<file path="config.mk">
export PLATFORM = sky130hd
export DESIGN_NAME = ibt_scan
export DESIGN_NICKNAME = d
export VERILOG_FILES = /design/src/hw/rtl/ibt_pkg.sv /design/src/hw/rtl/ibt_scan.sv
export SDC_FILE = /design/constraint.sdc
export NUM_CORES = 1
export LEC_CHECK = 0
export BUFFER_PORTS_ARGS = -buffer_cell sky130_fd_sc_hd__buf_2
export CAP_MARGIN = 25
export CELL_PAD_IN_SITES_DETAIL_PLACEMENT = 0
export CELL_PAD_IN_SITES_GLOBAL_PLACEMENT = 1
export CORE_MARGIN = 5
export CORE_UTILIZATION = 30
export CTS_BUF_LIST = sky130_fd_sc_hd__clkbuf_4 sky130_fd_sc_hd__clkbuf_8
export DETAILED_ROUTE_END_ITERATION = 7
export GPL_ROUTABILITY_DRIVEN = 0
export GPL_TIMING_DRIVEN = 0
export PLACE_DENSITY = 0.62
export SKIP_LAST_GASP = 1
export SYNTH_ARGS = -nofsm -noshare
export SYNTH_HDL_FRONTEND = slang
export SYNTH_SLANG_ARGS = --single-unit
</file>
<file path="constraint.sdc">
create_clock -name clock -period 7.2 [get_ports clock]
set_clock_uncertainty 0.15 [all_clocks]
set_input_delay 0 -clock clock [delete_from_list [all_inputs] [get_ports clock]]
set_output_delay 0 -clock clock [all_outputs]
set_load 0.05 [all_outputs]
</file>
<file path="src/hw/rtl/ibt_pkg.sv">
// Shared constants, codes and types of the interval blocklist table.
package ibt_pkg;

   localparam int MAX_RANGES  = 1024;
   localparam int IDX_W       = $clog2(MAX_RANGES);
   localparam int CNT_W       = $clog2(MAX_RANGES + 1);
   localparam int MEM_AW      = IDX_W + 1;
   localparam int TABLE_DEPTH = 2 << IDX_W;

   localparam int ADDR_W   = 32;
   localparam int ENTRY_W  = 2 * ADDR_W;
   localparam int SUM_W    = 33;
   localparam int STATUS_W = 2;
   localparam int RANGES_W = 11;

   localparam logic [ADDR_W-1:0] ADDR_ALL_ONES = 32'hffff_ffff;
   localparam logic [SUM_W-1:0]  FULL_SUM      = 33'h1_0000_0000;

   localparam logic CMD_BLOCK   = 1'b0;
   localparam logic CMD_RESTART = 1'b1;

   localparam logic [STATUS_W-1:0] STATUS_OK    = 2'd0;
   localparam logic [STATUS_W-1:0] STATUS_FULL  = 2'd1;
   localparam logic [STATUS_W-1:0] STATUS_ORDER = 2'd2;

   typedef struct packed {
      logic              cmd;
      logic [ADDR_W-1:0] block_low;
      logic [ADDR_W-1:0] block_high;
   } req_type;

   typedef struct packed {
      logic [STATUS_W-1:0] status;
      logic [ADDR_W-1:0]   lowest_allowed;
      logic                none_allowed;
      logic [SUM_W-1:0]    allowed_count;
      logic [RANGES_W-1:0] ranges_in_use;
   } result_type;

   typedef struct packed {
      logic               en;
      logic [MEM_AW-1:0]  addr;
      logic [ENTRY_W-1:0] data;
   } mem_wr_type;

   typedef struct packed {
      logic              en;
      logic [MEM_AW-1:0] addr;
   } mem_rd_type;

endpackage

</file>
<file path="src/hw/rtl/ibt_scan.sv">
// Sequencer that copies the range table from one bank to the other, subtracting a range, or restarts it in place.
module ibt_scan (
   input  logic                         clock,
   input  logic                         reset,
   input  logic                         in_valid,
   output logic                         in_ready,
   input  ibt_pkg::req_type             in_word,
   output logic                         res_valid,
   input  logic                         res_take,
   output ibt_pkg::result_type          res_word,
   output ibt_pkg::mem_wr_type          mem_wr,
   output ibt_pkg::mem_rd_type          mem_rd,
   input  logic [ibt_pkg::ENTRY_W-1:0]  mem_rd_data
);
   import ibt_pkg::*;

   localparam logic [2:0] ST_INIT  = 3'd0;
   localparam logic [2:0] ST_IDLE  = 3'd1;
   localparam logic [2:0] ST_READ  = 3'd2;
   localparam logic [2:0] ST_PROC  = 3'd3;
   localparam logic [2:0] ST_SPLIT = 3'd4;
   localparam logic [2:0] ST_DONE  = 3'd5;

   logic [2:0]          state_ff, state_in;
   logic                bank_ff, bank_in;
   logic [CNT_W-1:0]    total_ff, total_in;
   logic [SUM_W-1:0]    sum_ff, sum_in;
   logic [ADDR_W-1:0]   lowest_ff, lowest_in;
   logic [ADDR_W-1:0]   lo_ff, lo_in;
   logic [ADDR_W-1:0]   hi_ff, hi_in;
   logic [CNT_W-1:0]    rd_idx_ff, rd_idx_in;
   logic [CNT_W-1:0]    wr_idx_ff, wr_idx_in;
   logic [SUM_W-1:0]    new_sum_ff, new_sum_in;
   logic [ADDR_W-1:0]   new_lowest_ff, new_lowest_in;
   logic [SUM_W-1:0]    len_ff, len_in;
   logic [STATUS_W-1:0] status_ff, status_in;
   logic                swap_ff, swap_in;
   logic [ADDR_W-1:0]   split_end_ff, split_end_in;

   logic [ADDR_W-1:0] ent_s, ent_e;
   logic [ADDR_W-1:0] w_s, w_e;
   logic              w_en;
   logic              is_ok;

   assign ent_s = mem_rd_data[ENTRY_W-1:ADDR_W];
   assign ent_e = mem_rd_data[ADDR_W-1:0];
   assign is_ok = (status_ff == STATUS_OK);

   always_comb begin
      state_in      = state_ff;
      bank_in       = bank_ff;
      total_in      = total_ff;
      sum_in        = sum_ff;
      lowest_in     = lowest_ff;
      lo_in         = lo_ff;
      hi_in         = hi_ff;
      rd_idx_in     = rd_idx_ff;
      wr_idx_in     = wr_idx_ff;
      new_sum_in    = new_sum_ff + len_ff;
      new_lowest_in = new_lowest_ff;
      len_in        = '0;
      status_in     = status_ff;
      swap_in       = swap_ff;
      split_end_in  = split_end_ff;
      w_en          = 1'b0;
      w_s           = ent_s;
      w_e           = ent_e;
      in_ready      = 1'b0;
      res_valid     = 1'b0;
      mem_rd.en     = 1'b0;
      mem_rd.addr   = {bank_ff, rd_idx_ff[IDX_W-1:0]};
      mem_wr.en     = 1'b0;
      mem_wr.addr   = {~bank_ff, wr_idx_ff[IDX_W-1:0]};
      mem_wr.data   = {w_s, w_e};

      unique case (state_ff)
         ST_INIT: begin
            // Load the full range into entry 0 of bank 0 once after reset.
            mem_wr.en   = 1'b1;
            mem_wr.addr = '0;
            mem_wr.data = {{ADDR_W{1'b0}}, ADDR_ALL_ONES};
            state_in    = ST_IDLE;
         end
         ST_IDLE: begin
            in_ready   = 1'b1;
            new_sum_in = new_sum_ff;
            if (in_valid) begin
               lo_in         = in_word.block_low;
               hi_in         = in_word.block_high;
               rd_idx_in     = '0;
               wr_idx_in     = '0;
               new_sum_in    = '0;
               new_lowest_in = '0;
               status_in     = STATUS_OK;
               swap_in       = 1'b1;
               if (in_word.cmd == CMD_RESTART) begin
                  // Restart rewrites entry 0 of the active bank in place.
                  mem_wr.en   = 1'b1;
                  mem_wr.addr = {bank_ff, {IDX_W{1'b0}}};
                  mem_wr.data = {{ADDR_W{1'b0}}, ADDR_ALL_ONES};
                  wr_idx_in   = CNT_W'(1);
                  new_sum_in  = FULL_SUM;
                  swap_in     = 1'b0;
                  state_in    = ST_DONE;
               end else if (in_word.block_low > in_word.block_high) begin
                  status_in = STATUS_ORDER;
                  state_in  = ST_DONE;
               end else begin
                  state_in = ST_READ;
               end
            end
         end
         ST_READ: begin
            if (rd_idx_ff == total_ff) begin
               state_in = ST_DONE;
            end else begin
               mem_rd.en = 1'b1;
               rd_idx_in = rd_idx_ff + CNT_W'(1);
               state_in  = ST_PROC;
            end
         end
         ST_PROC: begin
            state_in = ST_READ;
            if (hi_ff < ent_s || lo_ff > ent_e) begin
               w_en = 1'b1;
            end else if (lo_ff > ent_s && hi_ff < ent_e) begin
               if (total_ff >= CNT_W'(MAX_RANGES)) begin
                  // The new bank is simply never committed.
                  status_in = STATUS_FULL;
                  state_in  = ST_DONE;
               end else begin
                  w_en         = 1'b1;
                  w_e          = lo_ff - ADDR_W'(1);
                  split_end_in = ent_e;
                  state_in     = ST_SPLIT;
               end
            end else if (lo_ff <= ent_s && hi_ff >= ent_e) begin
               w_en = 1'b0;
            end else if (lo_ff <= ent_s) begin
               w_en = 1'b1;
               w_s  = hi_ff + ADDR_W'(1);
            end else begin
               w_en = 1'b1;
               w_e  = lo_ff - ADDR_W'(1);
            end
         end
         ST_SPLIT: begin
            w_en     = 1'b1;
            w_s      = hi_ff + ADDR_W'(1);
            w_e      = split_end_ff;
            state_in = ST_READ;
         end
         ST_DONE: begin
            res_valid = 1'b1;
            if (res_take) begin
               if (is_ok) begin
                  total_in  = wr_idx_ff;
                  sum_in    = new_sum_ff;
                  lowest_in = new_lowest_ff;
                  bank_in   = bank_ff ^ swap_ff;
               end
               state_in = ST_IDLE;
            end
         end
         default: begin
            state_in = ST_IDLE;
         end
      endcase

      if (w_en) begin
         mem_wr.en   = 1'b1;
         mem_wr.data = {w_s, w_e};
         wr_idx_in   = wr_idx_ff + CNT_W'(1);
         len_in      = {1'b0, w_e} - {1'b0, w_s} + SUM_W'(1);
         if (wr_idx_ff == '0) begin
            new_lowest_in = w_s;
         end
      end
   end

   always_comb begin
      res_word.status = status_ff;
      if (is_ok) begin
         res_word.lowest_allowed = new_lowest_ff;
         res_word.none_allowed   = (wr_idx_ff == '0);
         res_word.allowed_count  = new_sum_ff;
         res_word.ranges_in_use  = RANGES_W'(wr_idx_ff);
      end else begin
         res_word.lowest_allowed = lowest_ff;
         res_word.none_allowed   = (total_ff == '0);
         res_word.allowed_count  = sum_ff;
         res_word.ranges_in_use  = RANGES_W'(total_ff);
      end
   end

   always_ff @(posedge clock) begin
      if (reset) begin
         state_ff  <= ST_INIT;
         bank_ff   <= 1'b0;
         total_ff  <= CNT_W'(1);
         sum_ff    <= FULL_SUM;
         lowest_ff <= '0;
         len_ff    <= '0;
      end else begin
         state_ff  <= state_in;
         bank_ff   <= bank_in;
         total_ff  <= total_in;
         sum_ff    <= sum_in;
         lowest_ff <= lowest_in;
         len_ff    <= len_in;
      end
      lo_ff         <= lo_in;
      hi_ff         <= hi_in;
      rd_idx_ff     <= rd_idx_in;
      wr_idx_ff     <= wr_idx_in;
      new_sum_ff    <= new_sum_in;
      new_lowest_ff <= new_lowest_in;
      status_ff     <= status_in;
      swap_ff       <= swap_in;
      split_end_ff  <= split_end_in;
   end

endmodule

</file>
==> results.py, run 1 <==
metrics = {
    "finish": {
        "fillCellCount": 7245,
        "final_cell_area_um2": 28060,
        "fin_cells": 4006,
        "fin_nets": 3398,
        "multi_input_area_um2": 13280,
        "seq_area_um2": 7527,
        "syn2layout_area_growth_pct": 29.41,
        "drive_gt1_share_pct": 17.98,
    },
    "worst_setup_path": {
        "criticalPathCategory": "flop to flop",
        "critical_path.max_fanout": 10,
        "crit_family": "compound AO/OA/AOI/OAI gates",
        "critPathLaunchType": "flop",
        "path_buf_inv": 2,
        "crit_chain": "ha_1 -> a21oi_1 -> o21ai_1 -> a2111oi_0 -> o211ai_1 -> a211oi_4 -> nand3_1 -> o21ai_4 -> clkbuf_4 -> mux2i_1 -> ha_1 -> ha_1 -> inv_1 -> o211ai_1 -> o211ai_1 -> o211ai_1 -> o211a_1 -> nor3_1 -> o21ai_0 -> o21ai_0 -> xnor2_1 -> nor2_1",
        "arrival_ns": 7.25,
        "cp.required_ns": 7.58,
        "worst_setup_path_end_kind": "flop",
        "slowest_delay_ns": 0.74,
        "cp_slowest_cell": "mux2i_1",
        "crit_path_frequent_cell": "o211ai_1",
    },
    "drt": {
        "firstDrtPassIters": 5,
        "drc_errors": 0,
        "via_per_inst": 5.046,
        "routedWlPerCell_um": 20.44,
        "wl_mm": 81.89,
        "vias": 20210,
        "drtAntennaViolNets": 0,
        "drtIter0Drc": 1263,
    },
    "global_routing": {
        "antenna_found_initial": 10,
        "grt_pass1_wl_mm": 122.6,
        "overflow": 0,
        "grt_usage_pct": 20.21,
        "grt_pass1_vias": 20470,
        "grt_max_degree": 50,
    },
    "placed_design": {
        "dp.final_hpwl_mm": 66.97,
        "place_inst": 3672,
        "io_buffer_count": 300,
        "dpl_worst_slack_ns": -0.9060,
        "place_area_um2": 24480,
    },
    "timing": {
        "tightest_slew_ns": 0.9691,
        "setup_violations": 0,
        "slew_violations": 0,
        "final_hold_viol_count": 0,
        "fin_crit_sh_pct": 95.41,
        "max_freq_mhz": 145.6,
        "fin_crit_ns": 6.869,
        "setup_slack_ns": 0.3308,
        "fin_setup_tns_ns": 0,
        "rsz0062_at_grt": "yes",
        "maxSlewHeadroom_pct": 35.27,
    },
    "synth": {
        "ys_warn_count": 0,
        "syn_nets": 2811,
        "yosysSeqAreaShare_pct": 34.71,
        "synth_top_area_cell": "edfxtp_1",
        "async_reset_ff_share_pct": 0,
        "synth_top_cell_area_share_pct": 21.33,
        "synth_edf_count": 154,
        "syn_inst": 2417,
        "synth_area_um2": 21680,
        "ys_types": 76,
        "synth_common_cells": "291 x nand2_1, 259 x ha_1, 201 x a21oi_1, 173 x nor2_1, 154 x edfxtp_1",
        "syn_avg_cell_area_um2": 8.971,
        "ys_seq_elements": 299,
        "synth_area_leaders": "edfxtp_1 21%, ha_1 15%, dfxtp_1 13%",
        "synthMostInstantiatedCell": "nand2_1",
        "synth_ff_type": "edfxtp_1",
    },
    "floorplanning": {
        "dieArea_um2": 77750,
        "ioPinCount": 302,
        "rows": 98,
        "die_x_um": 278.8,
        "initial_utilization_pct": 30.28,
        "chipHeight_um": 278.8,
        "core_um2": 71610,
    },
    "run": {
        "maxCapViolCount": 0,
    },
    "outcome": {
        "status": "completed",
    },
    "pwr": {
        "vdd_drop_max_mv": 0.1138,
        "power.density_nw_per_um2": 183.0,
        "leakagePower_nw": 11.94,
    },
    "worst_hold_path": {
        "hold_class": "input port to flop",
    },
    "clock_tree": {
        "tritoncts": "built",
        "ctsRootBufferMaster": "clkbuf_8",
        "clock-sinks": 299,
        "clkTransAtPathRegs_ns": 0.07,
        "numCtsBuffers": 52,
        "h-tree-depth": 2,
        "clockBufferDepth": 3,
        "clk_latency_ns": 0.65,
    },
}
## flip-flops by register name (all words and copies together) (netlist names), 2 cells and up
name / cells
hi_ff: 32
len_ff: 33
lo_ff: 32
lowest_ff: 32
new_lowest_ff: 32
new_sum_ff: 33
rd_idx_ff: 11
split_end_ff: 32
state_ff: 3
status_ff: 2
sum_ff: 33
total_ff: 11
wr_idx_ff: 11
## power by group
group          leakage, nW  internal (W)  switching [W]  total (W)
Clock                0.604      0.000977       0.000751    0.00173
Sequential            2.66       0.00188      0.0000957    0.00197
Combinational         8.68      0.000526       0.000907    0.00143
Total                 11.9       0.00338        0.00175    0.00514
## cell type report
| cell class | count | share of cell area, % |
|---|---|---|
| Antenna cell | 9 | 0.08026 |
| Clock inverter | 23 | 0.7981 |
| Timing Repair Buffer | 534 | 13.82 |
| Inverter | 141 | 1.886 |
| Clock buffer | 74 | 3.295 |
| Buffer | 109 | 1.752 |
| Multi-Input combinational cell | 1867 | 47.31 |
| Sequential cell | 299 | 26.82 |
| Tap cell | 950 | 4.236 |
## timing repair
item	CTS	global route
pin swaps	0	1
setup buffers	0	1
endpoints found under the setup margin	16	9
gates resized for setup	11	13
hold endpoints to repair	179	0
hold buffers	228	0
## cells in the final DEF (no fill, tap or decap), drive strengths merged, types with 34 or more instances in the layout
master / n
nand2: 291
xnor2: 81
dlygate4sd3: 228
clkbuf: 153
a21o: 47
edfxtp: 154
ha: 259
mux2i: 89
o21ai: 107
nand4: 34
nor2: 173
inv: 143
nor3: 41
nand3: 113
dfxtp: 145
buf: 336
a21oi: 201
mux2: 76
xor2: 54
## cells by family after synthesis
logic type / after synthesis / share of synthesized area, %
AND/OR/NAND/NOR: 784 / 16.85
AO/OA/AOI/OAI: 522 / 15.12
XOR/XNOR: 135 / 5.453
flip-flops: 299 / 34.71
multiplexers: 165 / 8.055
adder cells (fa/ha/maj): 261 / 15.13
buffers and inverters: 251 / 4.674
## final timing paths
check                               startpoint         endpoint  slack (ns)  cells past startpoint
worst max-delay path                  hi_ff[7]       len_ff[32]        0.33                     22
worst min-delay path            mem_rd_data[0]  split_end_ff[0]        0.07                      2
worst max register to register        hi_ff[7]       len_ff[32]        0.33                     22
worst min register to register       sum_ff[7]        sum_ff[7]        0.30                      2
## stage by stage
stage / total power, W / utilization [%] / hold WS [ns]
2_1_floorplan: 0.002900 / - / -0.05113
3_3_place_gp: 0.003301 / 34.04 / 0.04683
3_5_place_dp: 0.003325 / 34.19 / 0.04307
4_1_cts: 0.005185 / 39.05 / 0.0007448
5_1_grt: 0.005398 / 39.17 / 0.02930
6_report: 0.005136 / 39.19 / 0.07345
## metal layers
layer  GRT usage, %  wire, um  vias to the layer above
met2          34.96     39000                      565
met5              0         7                        -
met3          3.035      3777                      143
met1          25.77     36280                     9564
li1               -         -                     9940
met4          7.100      2820                        2
No activity file was read; power rests on OpenSTA's default activity.
==> run 2: changes to the inputs <==
==> constraint.sdc (replaced) <==
create_clock -name clock -period 7.2 [get_ports clock]
set_clock_uncertainty 0.15 [all_clocks]
set_input_delay 1.44 -clock clock [delete_from_list [all_inputs] [get_ports clock]]
set_output_delay 1.44 -clock clock [all_outputs]
set_load 0.05 [all_outputs]
==> run 2 against run 1 <==
  * Worst hold slack improved by 0.23 ns
  * Critical endpoint is now mem_wr[20]
  * First-iteration DRC count increased by 6.3%
  * Clock power about the same
  * Sequential power about the same
  * Count of clock-buffer cells in the layout unchanged
  * Critical path depth decreased by 5
  * Largest power group unchanged
  * Setup slack got worse by 0.22 ns
  * Global-route usage decreased by 0.29 points
  * Core utilization decreased by 2.7 points
  * Combinational power decreased by 6%
  * Critical path type is now input port to output port
  * Routed wire length decreased by 1.5%
==> results.py, run 2 (synthesis gave the netlist of run 1 again) <==
metrics = {
    "finish": {
        "fin_nets": 3192,
        "reg_top3": "len_ff: 33 flops, new_sum_ff: 33 flops, sum_ff: 33 flops",
        "final_cell_mix": "304 x buf_2, 291 x nand2_1, 259 x ha_1",
        "syn2layout_area_growth_pct": 20.50,
        "layout_commonest_cell": "buf_2",
        "fillCellCount": 7412,
        "fin_cells": 3802,
        "final_cell_area_um2": 26130,
        "drive_gt1_share_pct": 20.87,
    },
    "pwr": {
        "p_sw_w": 0.001743,
        "vdd_drop_max_mv": 0.1141,
        "p_sw_share_pct": 34.45,
        "power.clock.fraction_pct": 34.2,
        "p_int_w": 0.003316,
        "combPwrFrac_pct": 26.8,
        "power_frac_seq_pct": 39.0,
        "leakagePower_nw": 11.16,
        "power.density_nw_per_um2": 193.6,
    },
    "placed_design": {
        "io_buffer_count": 300,
        "dpl_worst_slack_ns": -2.022,
        "place_inst": 3672,
        "place_area_um2": 24480,
        "dp.final_hpwl_mm": 66.97,
    },
    "floorplanning": {
        "core_um2": 71610,
        "rows": 98,
        "initial_utilization_pct": 30.28,
        "dieArea_um2": 77750,
        "ioPinCount": 302,
        "die_x_um": 278.8,
        "chipHeight_um": 278.8,
    },
    "worst_setup_path": {
        "crit_family": "compound AO/OA/AOI/OAI gates",
        "cp.required_ns": 5.61,
        "worst_setup_path_end_kind": "output port",
        "cp_slowest_cell": "a221oi_2",
        "slowest_delay_ns": 0.47,
        "arrival_ns": 5.50,
        "critPathLaunchType": "input port",
        "path_buf_inv": 6,
        "crit_chain": "buf_2 -> inv_1 -> ha_1 -> a21oi_1 -> o21ai_1 -> a2111oi_2 -> o211ai_1 -> a211oi_4 -> buf_4 -> and3_1 -> a22o_1 -> or3_1 -> buf_2 -> nor2_1 -> buf_2 -> a221oi_2 -> clkbuf_4",
        "criticalPathCategory": "input port to output port",
        "critical_path.max_fanout": 10,
        "crit_path_frequent_cell": "buf_2",
    },
    "drt": {
        "vias": 19390,
        "routedWlPerCell_um": 21.21,
        "via_per_inst": 5.099,
        "drc_errors": 0,
        "wl_mm": 80.64,
        "drtIter0Drc": 1343,
        "drtAntennaViolNets": 0,
        "firstDrtPassIters": 6,
    },
    "timing": {
        "rsz0062_at_grt": "yes",
        "fin_crit_ns": 7.086,
        "fin_crit_sh_pct": 98.42,
        "maxSlewHeadroom_pct": 35.27,
        "final_hold_viol_count": 0,
        "setup_violations": 0,
        "holdWs_ns": 0.3004,
        "slew_violations": 0,
        "setup_slack_ns": 0.1139,
        "fin_setup_tns_ns": 0,
        "max_freq_mhz": 141.1,
        "tightest_slew_ns": 0.9691,
    },
    "global_routing": {
        "grt_max_degree": 50,
        "grt_usage_pct": 19.92,
        "grt_pass1_wl_mm": 120.0,
        "grt_pass1_vias": 19540,
        "antenna_found_initial": 15,
        "overflow": 0,
    },
    "clock_tree": {
        "ctsRootBufferMaster": "clkbuf_8",
        "h-tree-depth": 2,
        "clockBufferDepth": 3,
        "clock-sinks": 299,
        "clkTransAtPathRegs_ns": 0.06,
        "clk_latency_ns": 0.66,
        "numCtsBuffers": 52,
        "tritoncts": "built",
    },
    "outcome": {
        "status": "completed",
    },
    "run": {
        "maxCapViolCount": 0,
    },
    "worst_hold_path": {
        "hold_class": "flop to flop",
    },
}
run 2: tightest hold or removal path: stages (launching register included):
cell,delay [ns]
dfxtp_1,0.30
nand2_1,0.05
a21oi_1,0.05
run 2: per-layer routing:
layer / vias up / routed length (um) / track usage [%]
li1: 9522 / - / -
met1: 9116 / 35200 / 25.26
met2: 592 / 38330 / 34.23
met3: 149 / 4587 / 3.955
met4: 8 / 2479 / 6.314
met5: - / 48 / 0
run 2: stage by stage:
step / power [W] / utilization (%)
final: 0.005059 / 36.49
after global routing: 0.005320 / 36.46
after CTS: 0.005100 / 36.07
after detailed placement: 0.003325 / 34.19
after global placement: 0.003301 / 34.04
after floorplan: 0.002900 / -
run 2: layout make-up:
type	instances	area [um^2]	area share, %
sequential	299	7527	28.81
multi-input combinational	1867	13440	51.42
antenna	11	27.53	0.1053
tap	950	1189	4.549
clock inverter	23	224.0	0.8572
timing repair buffer	328	1768	6.766
inverter	141	529.3	2.026
buffer	109	504.2	1.930
clock buffer	74	924.6	3.539
run 2: power groups by stage:
stage	combinational, W	clock (W)	sequential (W)
floorplan	0.000931	0	0.00197
global placement	0.00129	0	0.00201
detailed placement	0.00132	0	0.00201
CTS	0.00134	0.00179	0.00197
global route	0.00148	0.00185	0.00198
finish	0.00135	0.00173	0.00197
run 2: worst paths after layout:
path         cells after the start           start    endpoint  slack (ns)
min                              2      sum_ff[17]  sum_ff[17]        0.30
max                             17  mem_rd_data[5]  mem_wr[20]        0.11
min reg2reg                      2      sum_ff[17]  sum_ff[17]        0.30
max reg2reg                     23       lo_ff[22]  len_ff[27]        0.75
run 2: what timing repair did:
| item | in CTS | in global routing |
|---|---|---|
| gates resized for setup | 33 | 32 |
| hold buffers | 0 | 0 |
| buffers inserted | 4 | 19 |
| endpoints found under the setup margin | 90 | 43 |
| cloned | 0 | 0 |
| pin swaps | 2 | 14 |
==> run 3: changes to the inputs <==
--- a/config.mk
+++ b/config.mk
@@ -11,11 +11,12 @@
 export CELL_PAD_IN_SITES_GLOBAL_PLACEMENT = 1
 export CORE_MARGIN = 5
 export CORE_UTILIZATION = 30
-export CTS_BUF_LIST = sky130_fd_sc_hd__clkbuf_4 sky130_fd_sc_hd__clkbuf_8
+export CTS_BUF_LIST = sky130_fd_sc_hd__clkbuf_8
 export DETAILED_ROUTE_END_ITERATION = 7
 export GPL_ROUTABILITY_DRIVEN = 0
 export GPL_TIMING_DRIVEN = 0
 export PLACE_DENSITY = 0.62
+export SETUP_SLACK_MARGIN = 0.2
 export SKIP_LAST_GASP = 1
 export SYNTH_ARGS = -nofsm -noshare
 export SYNTH_HDL_FRONTEND = slang
==> run 3 against run 2 <==
  * Sequential share of layout area decreased by 0.17 points
  * Core utilization increased by 0.22 points
  * Setup slack improved by 0.12 ns
  * Global-route usage about the same
  * Largest cell class unchanged
  * Register-to-register slack about the same
  * Sequential power about the same
  * Routed wire length increased by 0.54%
  * Via count increased by 0.10%
  * Maximum frequency increased by 1.7%
  * Critical endpoint is now mem_wr[50]
  * Die area unchanged
==> results.py, run 3 (synthesis gave the netlist of run 1 again) <==
metrics = {
    "outcome": {
        "status": "completed",
    },
    "finish": {
        "syn2layout_area_growth_pct": 21.22,
        "layout_commonest_cell": "buf_2",
        "final_cell_area_um2": 26290,
        "fillCellCount": 7414,
        "fin_nets": 3198,
        "final_util_pct": 36.71,
        "drive_gt1_share_pct": 21.46,
        "final_cell_mix": "299 x buf_2, 289 x nand2_1, 255 x ha_1",
        "reg_top3": "len_ff: 33 flops, new_sum_ff: 33 flops, sum_ff: 33 flops",
        "seq_area_um2": 7527,
        "multi_input_area_um2": 13560,
    },
    "clock_tree": {
        "clockBufferDepth": 3,
        "h-tree-depth": 2,
        "clock-sinks": 299,
        "tritoncts": "built",
        "ctsRootBufferMaster": "clkbuf_8",
        "clk_latency_ns": 0.66,
        "holdBufCountCts": 0,
        "numCtsBuffers": 52,
        "clkTransAtPathRegs_ns": 0.06,
    },
    "floorplanning": {
        "dieArea_um2": 77750,
        "core_um2": 71610,
        "rows": 98,
        "ioPinCount": 302,
        "die_x_um": 278.8,
        "chipHeight_um": 278.8,
        "initial_utilization_pct": 30.28,
    },
    "placed_design": {
        "io_buffer_count": 300,
        "place_area_um2": 24480,
        "dp.final_hpwl_mm": 66.97,
    },
    "pwr": {
        "power_frac_seq_pct": 39.5,
        "power.density_nw_per_um2": 190.2,
        "p_sw_w": 0.001751,
        "vdd_drop_max_mv": 0.1136,
        "p_sw_share_pct": 35.01,
        "power.clock.fraction_pct": 33.0,
        "leakagePower_nw": 11.23,
        "combPwrFrac_pct": 27.5,
        "p_int_w": 0.003249,
    },
    "global_routing": {
        "antenna_found_initial": 15,
        "grt_usage_pct": 19.93,
        "grt_pass1_vias": 19570,
        "grt_max_degree": 50,
        "overflow": 0,
        "grt_pass1_wl_mm": 120.1,
    },
    "drt": {
        "routedWlPerCell_um": 21.28,
        "wl_mm": 81.07,
        "firstDrtPassIters": 6,
        "drtIter0Drc": 1325,
        "vias": 19410,
        "via_per_inst": 5.095,
        "drtAntennaViolNets": 0,
        "drc_errors": 0,
    },
    "timing": {
        "tightest_slew_ns": 0.9607,
        "setup_violations": 0,
        "final_hold_viol_count": 0,
        "rsz0062_at_grt": "yes",
        "max_freq_mhz": 143.6,
        "slew_violations": 0,
        "maxSlewHeadroom_pct": 35.84,
        "fin_crit_sh_pct": 96.73,
        "fin_crit_ns": 6.964,
        "holdWs_ns": 0.2992,
    },
    "worst_setup_path": {
        "cp.required_ns": 5.61,
        "critical_path.max_fanout": 10,
        "criticalPathCategory": "input port to output port",
        "critPathLaunchType": "input port",
        "worst_setup_path_end_kind": "output port",
        "arrival_ns": 5.37,
    },
    "worst_hold_path": {
        "hold_class": "flop to flop",
    },
    "run": {
        "maxCapViolCount": 0,
    },
}
[run 3: cell types whose count changed in the layout (fill, tap and decap cells not counted), moves of 3 or more]
cell,before,now
inv_1,138,151
a21oi_2,1,5
buf_4,41,55
clkbuf_2,2,5
clkbuf_4,19,1
buf_2,304,299
a21oi_1,200,196
ha_1,259,255
clkbuf_1,76,72
ha_4,0,3
[run 3: final cells by class]
type                    count  area share [%]
diodes                     12          0.1142
plain buffers             110           1.975
clock buffers              59           3.089
clock inverters            38           1.066
inverters                 141           2.014
multi-input cells        1867           51.60
flip-flops and latches    299           28.64
well taps                 950           4.522
repair buffers            333           6.983
[run 3: metal layers]
layer	track usage, %	wire length (um)	up-vias
met5	0	48	-
met2	34.25	38550	563
li1	-	-	9544
met1	25.27	35530	9147
met3	3.913	4330	145
met4	6.403	2622	8
[run 3: repair_timing]
action	CTS	global route
setup buffers	8	19
gates cloned	0	1
setup endpoints to repair	93	49
gates resized for setup	51	58
pin swaps	4	21
[run 3: path summary, 6_finish.rpt]
path	startpoint	end	slack (ns)	cells after the start
setup / recovery	mem_rd_data[11]	mem_wr[50]	0.24	15
hold / removal	sum_ff[17]	sum_ff[17]	0.30	2
setup reg to reg	lo_ff[22]	len_ff[27]	0.76	23
hold reg to reg	sum_ff[17]	sum_ff[17]	0.30	2
[run 3: through the flow]
stage	total power (W)	setup TNS (ns)	std cells	setup WS (ns)
global route	0.005261	0	3801	0.09684
CTS	0.005031	0	3777	0.1613
global placement	0.003301	-78.49	3667	-1.989
finish	0.005000	0	3809	0.2356
detailed placement	0.003325	-66.18	3672	-2.022
floorplan	0.002900	0	2417	0.4952
[run 3: power by group through the flow]
stage / combinational, W / clock, W / sequential (W)
detailed placement: 0.00132 / 0 / 0.00201
CTS: 0.00135 / 0.00171 / 0.00197
global placement: 0.00129 / 0 / 0.00201
finish: 0.00138 / 0.00165 / 0.00197
global route: 0.00150 / 0.00177 / 0.00198
floorplan: 0.000931 / 0 / 0.00197
[run 3: critical path: stages]
cell	delay, ns
buf_2	0.14
inv_1	0.09
ha_1	0.33
nand3_2	0.12
nor2_1	0.08
a2111oi_2	0.35
o211ai_1	0.25
a211oi_4	0.42
nand3_2	0.17
o21ai_4	0.30
buf_4	0.16
buf_2	0.33
mux2i_1	0.59
o21ai_0	0.31
buf_2	0.28
